**src/rtl/assert_macros.svh**
```systemverilog
// ----------------------------------------------------------------------------
// Assertion macros
// Clocked concurrent assertion helpers shared by the RTL.
// ----------------------------------------------------------------------------
`ifndef ASSERT_MACROS_SVH
`define ASSERT_MACROS_SVH

// Check a property on every rising clk edge outside reset.
`define ASSERT_CLK(label, prop, msg) \
	label: assert property (@(posedge clk) disable iff (!arst_n) (prop)) else $error(msg);

// Check that an antecedent implies a consequent in the following cycle.
`define ASSERT_NEXT(label, ante, cons, msg) \
	label: assert property (@(posedge clk) disable iff (!arst_n) (ante) |=> (cons)) \
		else $error(msg);

`endif

```
**src/rtl/u8cp_pkg.sv**
```systemverilog
// ----------------------------------------------------------------------------
// u8cp_pkg
// Types and constants for the UTF-8 to code point decoder.
// ----------------------------------------------------------------------------
package u8cp_pkg;

	localparam int CpW  = 21;
	localparam int CntW = 3;

	localparam logic [CpW-1:0] CpRepl = 21'h00FFFD;

	localparam logic [7:0] ByteCont  = 8'h80;
	localparam logic [7:0] ByteLead2 = 8'hC0;
	localparam logic [7:0] ByteLead3 = 8'hE0;
	localparam logic [7:0] ByteLead4 = 8'hF0;
	localparam logic [7:0] ByteBad   = 8'hF8;

	typedef struct packed {
		logic [7:0] text_byte;
		logic       end_of_text;
	} byte_item_t;

	typedef struct packed {
		logic [CpW-1:0] code_point;
		logic           replaced;
		logic           final_of_run;
		logic           text_done;
	} cp_item_t;

endpackage

```
**src/rtl/utf8_to_code_point_decoder.sv**
```systemverilog
// ----------------------------------------------------------------------------
// utf8_to_code_point_decoder
// Streaming UTF-8 decoder: one text byte in, zero to four code points out.
// ----------------------------------------------------------------------------
// A byte is decoded in the cycle of its transfer and its results appear on the
// code point channel in the next cycle. While cp_ready is high, the single
// result register drains one code point per cycle, so bytes that yield zero
// or one result each flow at one byte per cycle, while a byte with n results
// (up to four, for a broken or cut-off sequence) holds the byte channel until
// its last result is taken. Malformed input gives 0xFFFD with replaced set;
// the decoder is idle after every byte flagged end_of_text.
`include "assert_macros.svh"

module utf8_to_code_point_decoder
	import u8cp_pkg::*;
(
	input  logic       clk,
	input  logic       arst_n,
	input  logic       byte_valid,
	output logic       byte_ready,
	input  byte_item_t byte_data,
	output logic       cp_valid,
	input  logic       cp_ready,
	output cp_item_t   cp_data
);

	logic [CpW-1:0]  pv_q;
	logic [1:0]      need_q;
	logic [1:0]      held_q;
	logic [CntW-1:0] cnt_q;
	logic [CpW-1:0]  cp_q;
	logic            rep_q;
	logic            done_q;

	logic [7:0]      b;
	logic            last;
	logic            accept;

	logic            f_emit;
	logic [CpW-1:0]  f_cp;
	logic            f_rep;
	logic            f_lead;
	logic [1:0]      f_need;
	logic [CpW-1:0]  f_bits;

	logic [CpW-1:0]  pv_sh;
	logic [1:0]      need_dec;
	logic [1:0]      held_inc;

	logic [CntW-1:0] n_d;
	logic [CpW-1:0]  cp_d;
	logic            rep_d;
	logic [CpW-1:0]  pv_d;
	logic [1:0]      need_d;
	logic [1:0]      held_d;

	assign b      = byte_data.text_byte;
	assign last   = byte_data.end_of_text;
	assign cp_valid   = (cnt_q != '0);
	assign byte_ready = (cnt_q == '0) || ((cnt_q == CntW'(1)) && cp_ready);
	assign accept     = byte_valid && byte_ready;

	// decode a byte with no lead held
	always_comb begin
		f_emit = 1'b0;
		f_cp   = CpRepl;
		f_rep  = 1'b1;
		f_lead = 1'b0;
		f_need = 2'd0;
		f_bits = '0;
		if (b < ByteCont) begin
			f_emit = 1'b1;
			f_cp   = CpW'(b);
			f_rep  = 1'b0;
		end else if (b < ByteLead2 || b >= ByteBad) begin
			f_emit = 1'b1;
		end else begin
			if (b >= ByteLead4) begin
				f_need = 2'd3;
				f_bits = CpW'(b[2:0]);
			end else if (b >= ByteLead3) begin
				f_need = 2'd2;
				f_bits = CpW'(b[3:0]);
			end else begin
				f_need = 2'd1;
				f_bits = CpW'(b[4:0]);
			end
			if (last) begin
				f_emit = 1'b1;
			end else begin
				f_lead = 1'b1;
			end
		end
	end

	assign pv_sh    = {pv_q[CpW-7:0], b[5:0]};
	assign need_dec = need_q - 2'd1;
	assign held_inc = held_q + 2'd1;

	always_comb begin
		n_d    = '0;
		cp_d   = CpRepl;
		rep_d  = 1'b1;
		pv_d   = '0;
		need_d = 2'd0;
		held_d = 2'd0;
		if (need_q == 2'd0) begin
			n_d   = CntW'(f_emit);
			cp_d  = f_cp;
			rep_d = f_rep;
			if (f_lead) begin
				pv_d   = f_bits;
				need_d = f_need;
			end
		end else if (b >= ByteCont && b < ByteLead2) begin
			if (need_dec == 2'd0) begin
				n_d   = CntW'(1);
				cp_d  = pv_sh;
				rep_d = 1'b0;
			end else if (last) begin
				n_d = CntW'(held_inc) + CntW'(1);
			end else begin
				pv_d   = pv_sh;
				need_d = need_dec;
				held_d = held_inc;
			end
		end else begin
			n_d = CntW'(held_q) + CntW'(1) + CntW'(f_emit);
			if (f_emit) begin
				cp_d  = f_cp;
				rep_d = f_rep;
			end
			if (f_lead) begin
				pv_d   = f_bits;
				need_d = f_need;
			end
		end
	end

	always_ff @(posedge clk or negedge arst_n) begin
		if (!arst_n) begin
			pv_q   <= '0;
			need_q <= 2'd0;
			held_q <= 2'd0;
			cnt_q  <= '0;
		end else begin
			if (accept) begin
				pv_q   <= pv_d;
				need_q <= need_d;
				held_q <= held_d;
				cnt_q  <= n_d;
			end else if (cp_valid && cp_ready) begin
				cnt_q <= cnt_q - CntW'(1);
			end
		end
	end

	always_ff @(posedge clk) begin
		if (accept) begin
			cp_q   <= cp_d;
			rep_q  <= rep_d;
			done_q <= last;
		end
	end

	// all but the final result of a byte are replacements
	always_comb begin
		if (cnt_q == CntW'(1)) begin
			cp_data.code_point   = cp_q;
			cp_data.replaced     = rep_q;
			cp_data.final_of_run = 1'b1;
			cp_data.text_done    = done_q;
		end else begin
			cp_data.code_point   = CpRepl;
			cp_data.replaced     = 1'b1;
			cp_data.final_of_run = 1'b0;
			cp_data.text_done    = 1'b0;
		end
	end

	`ASSERT_CLK(a_cnt_range, cnt_q <= CntW'(4), "result count out of range")
	`ASSERT_CLK(a_seq_len, CntW'(held_q) + CntW'(need_q) <= CntW'(3), "sequence length overrun")
	`ASSERT_CLK(a_no_overrun, !accept || cnt_q <= CntW'(1), "byte transfer over pending results")
	`ASSERT_NEXT(a_idle_after_end, accept && last, (need_q | held_q) == 2'd0, "busy after end")

endmodule

```
**config.mk**
```make
export PLATFORM = sky130hd
export DESIGN_NAME = utf8_to_code_point_decoder
export DESIGN_NICKNAME = d
export VERILOG_FILES = /design/src/rtl/u8cp_pkg.sv /design/src/rtl/utf8_to_code_point_decoder.sv
export VERILOG_INCLUDE_DIRS = /design/src /design/src/rtl
export SDC_FILE = /design/constraint.sdc
export NUM_CORES = 1
export LEC_CHECK = 0
export ABC_AREA = 1
export BUFFER_PORTS_ARGS = -buffer_cell sky130_fd_sc_hd__buf_2
export CORE_MARGIN = 2
export CORE_UTILIZATION = 50
export CTS_BUF_LIST = sky130_fd_sc_hd__clkbuf_8 sky130_fd_sc_hd__clkbuf_16
export CTS_CLUSTER_SIZE = 40
export DETAILED_ROUTE_END_ITERATION = 12
export GPL_ROUTABILITY_DRIVEN = 0
export PLACE_DENSITY = 0.84
export SLEW_MARGIN = 20
export SYNTH_ARGS = -nofsm -noshare
export SYNTH_HDL_FRONTEND = slang
export SYNTH_SLANG_ARGS = --single-unit
export TNS_END_PERCENT = 5
```
**constraint.sdc**
```tcl
create_clock -name clk -period 1.5 [get_ports clk]
set_input_delay 0.225 -clock clk [delete_from_list [all_inputs] [get_ports clk]]
set_output_delay 0.225 -clock clk [all_outputs]
set_load 0.02 [all_outputs]
```
==> results by group <==
Timing
  – Slew @ Worst Pin: around 490 ps
  – Final setup violation count: around 70
  – Final period util: 116%
  – Final Hold Vio Count: 0
  – Worst hold slack: between 150 and 200 ps
  – RSZ-0062 raised after global routing: yes
  – Post-route setup slack: -244 ps
  – Max Clk Rate: approximately 570 MHz
  – Slew headroom: 67.3%
  – Max Clock Skew: between 10 and 15 ps
  – Slew Viols, Final: 0
  – Minimum clock period: between 1500 and 2000 ps

Drt
  – Vias per cell: ~5.3
  – DR WL/cell: 14.4 um
  – Iter 0 DRT Violations: between 100 and 150
  – Vias: about 1900
  – Drt pass-1 iters: 4
  – Drt drc: 0
  – Routed WL: between 5 and 6 mm
  – DRT antenna net count: 0

GRT
  – Vias in the first global route: between 1500 and 2000
  – GR Util All Layers: between 10% and 20%
  – Pin count of the biggest net entering global routing: 29
  – Total gr overflow: 0
  – Initial antenna violation count: 0
  – First-pass GRT wire length: 8.05 mm

Worst setup path
  – Reg2Reg Launch Point: cnt_q[1]
  – Crit path max fanout: 19
  – CP arrival: 1520 ps
  – Critical Path End Type: output port
  – R2r setup slk: -190 ps
  – Req. time, crit path: ~1300 ps
  – Worst-path cell chain: inv_2, ha_4, nand2_8, or2_2, buf_2
  – FF-to-FF End: cnt_q[0]
  – R2r worst-path depth: 9
  – Critical path's slowest cell: dfrtp_1
  – CP Launch Point: cnt_q[1]
  – Biggest cell delay along the critical path: around 410 ps
  – Critical path class: reg2out
  – Crit start category: register

Min path
  – Hold Crit Class: in2reg
  – Min-Delay Path Depth: 3
  – Worst Hold End: pv_q[1]
  – HP Start: byte_data[2]

Run status
  – Failing checks: negative setup slack
  – Status: finished with violations

Job
  – Max cap viols: 0

Power
  – Combinational share of power: 48.3%
  – Switch share: 37.7%
  – PD cells: 1700 nW/um2
  – Leak: approximately 1.4 nW
  – Int Pwr: roughly 0.0033 W
  – Clock network power share: between 10% and 20%
  – Seq pwr share: around a third
  – Sw Pwr: ~0.0020 W
  – VDD IR max: ~0.87 mV

Placement
  – Port Buf Inserts: 38
  – Detail Placement HPWL: ~3.5 mm
  – Cells after DPL: 350

Finish
  – Layout cell share with drive strength beyond 1: 43.5%
  – Area of the multi-input gates: 971 um2
  – Antenna cell count: 0
  – Area growth syn-to-layout: 33.4%
  – Sequential cell area: between 1000 and 1500 um2
  – Fill cells: 302
  – Layout Cells excl Fill: around 360
  – Nets@finish: 330

Clock tree
  – H-tree depth: 2
  – Cts bufs inserted: 5
  – Reg clk slew, reported paths: approximately 90 ps
  – CTS root buffer: clkbuf_8
  – CTS Buffer Depth: 2
  – CTS tree: built
  – Clock Latency Late Sink: between 300 and 400 ps
  – Clk sink count: 45

Synthesis
  – Yosys warns: 0
  – Synth top area cells: edfxtp_1 (29%), dfrtp_1 (23%), inv_1 (7.7%), o22ai_2 (5.3%), nand2_1 (5.1%)
  – Syn_nets: between 200 and 300
  – Post-synthesis sequential area ratio: between 50% and 60%
  – Yosys cell types: 28
  – Yosys top cell area share: between 20 and 30%
  – Avg Cell Area, Syn: roughly 9.6 um2
  – Post-synth top area cell: edfxtp_1
  – Synth Cell Area: 2350 um2
  – Synth Instances: between 200 and 250
  – Synthesized flop and latch total: 45

Die
  – Die ar.: roughly 5300 um2
  – Die extent in y: approximately 73 um
  – Starting Density: 53.0%
  – Die Width: 72.6 um
  – Placement Rows: 24
  – # IOs: 39
  – Core Box Area: approximately 4400 um2
## cell usage in the layout, fill, tap and decap left out, types with 6 or more instances in the layout
cell       n
buf_2     18
buf_4     28
buf_6     12
clkbuf_8   6
dfrtp_1   21
edfxtp_1  23
inv_1     44
nand2_1   29
nand3_1    9
nand4_1    8
nor2_1    13
nor2_2     8
o21ai_0   13
o21ai_1    6
o22ai_2   10
or2_2     17
## registers in the layout (all words and copies together), names as in the netlist
| signal | count |
|---|---|
| done_q | 1 |
| pv_q | 15 |
| rep_q | 1 |
| held_q | 2 |
| cnt_q | 3 |
| need_q | 2 |
| cp_q | 21 |
## metal layers
metal	routed length, um	vias up	GRT usage, %
li1	-	920	-
met1	1970	900	22.4
met2	2770	75	35.9
met3	274	24	4.83
met4	189	0	7.61
met5	0	-	0
## stage by stage
stage	util, %	area, um2	total power [W]	setup slack [ps]	setup TNS [ps]
final	70.6	3140	0.00532	-244	-11960
after global placement	63.1	2800	0.00385	-93.2	-1980
after CTS	68.1	3030	0.00509	-307	-9250
after detailed placement	63.1	2800	0.00394	-190	-4490
after floorplan	-	2400	0.00326	6.08	0
after global routing	70.6	3140	0.00565	-310	-16270
## cell usage after synthesis
| library cell | n |
|---|---|
| a21oi_1 | 4 |
| a21oi_4 | 1 |
| a31oi_2 | 1 |
| buf_2 | 1 |
| buf_4 | 1 |
| buf_6 | 3 |
| clkbuf_1 | 2 |
| dfrtp_1 | 22 |
| edfxtp_1 | 23 |
| ha_1 | 8 |
| inv_1 | 48 |
| inv_2 | 2 |
| nand2_1 | 32 |
| nand2_2 | 4 |
| nand2_4 | 1 |
| nand3_1 | 9 |
| nand3_2 | 1 |
| nand4_1 | 8 |
| nor2_1 | 19 |
| nor2_2 | 2 |
| nor2_4 | 1 |
| nor3_1 | 1 |
| o211ai_1 | 1 |
| o21ai_0 | 16 |
| o21ai_1 | 4 |
| o22ai_2 | 10 |
| or2_2 | 19 |
| xnor2_1 | 1 |
## cell families after synthesis
logic type               count (synthesis)  synth area share [%]
buffers and inverters                   57                  10.3
AND/OR/NAND/NOR                         97                  20.4
XOR/XNOR                                 1                 0.372
AO/OA/AOI/OAI                           37                  12.0
flip-flops                              45                  52.7
adder cells (fa/ha/maj)                  8                  4.25
## how the worst max path moves through the flow
| stage | end |
|---|---|
| final | cp_data[9] |
| after global routing | cp_data[16] |
| after floorplan | cp_q[0] |
| after global placement | cnt_q[1] |
| after CTS | cp_data[12] |
| after detailed placement | cnt_q[1] |
## power by group through the flow
stage	Clock [W]	Combinational, W	Sequential [W]
6_report	0.000969	0.00257	0.00178
5_1_grt	0.00103	0.00281	0.00181
4_1_cts	0.000968	0.00235	0.00178
3_5_place_dp	0	0.00214	0.00180
3_3_place_gp	0	0.00206	0.00178
2_1_floorplan	0	0.00149	0.00178
## worst max-delay path: cells and delay by family, from the launching register on
kind          cells  cell delay [ps]
fa+ha+maj         1              160
buf+inv           2              250
flops             1              410
simple gates      2              380
## layout make-up
class / instances / share of cell area [%]
Multi-Input combinational cell: 143 / 30.9
Clock inverter: 2 / 1.20
Timing Repair Buffer: 64 / 17.5
Sequential cell: 45 / 39.6
Inverter: 50 / 6.06
Tap cell: 52 / 2.07
Clock buffer: 6 / 2.63
## timing repair
item                       4_1_cts  5_1_grt
hold endpoints to repair        22        0
gates resized for setup         31       27
pin swaps                        5        2
setup buffers                    1        2
hold buffers                     1        0
gates cloned                     0        1
setup endpoints to repair       84       88
Note: power is estimated with default switching activity, not from simulation.
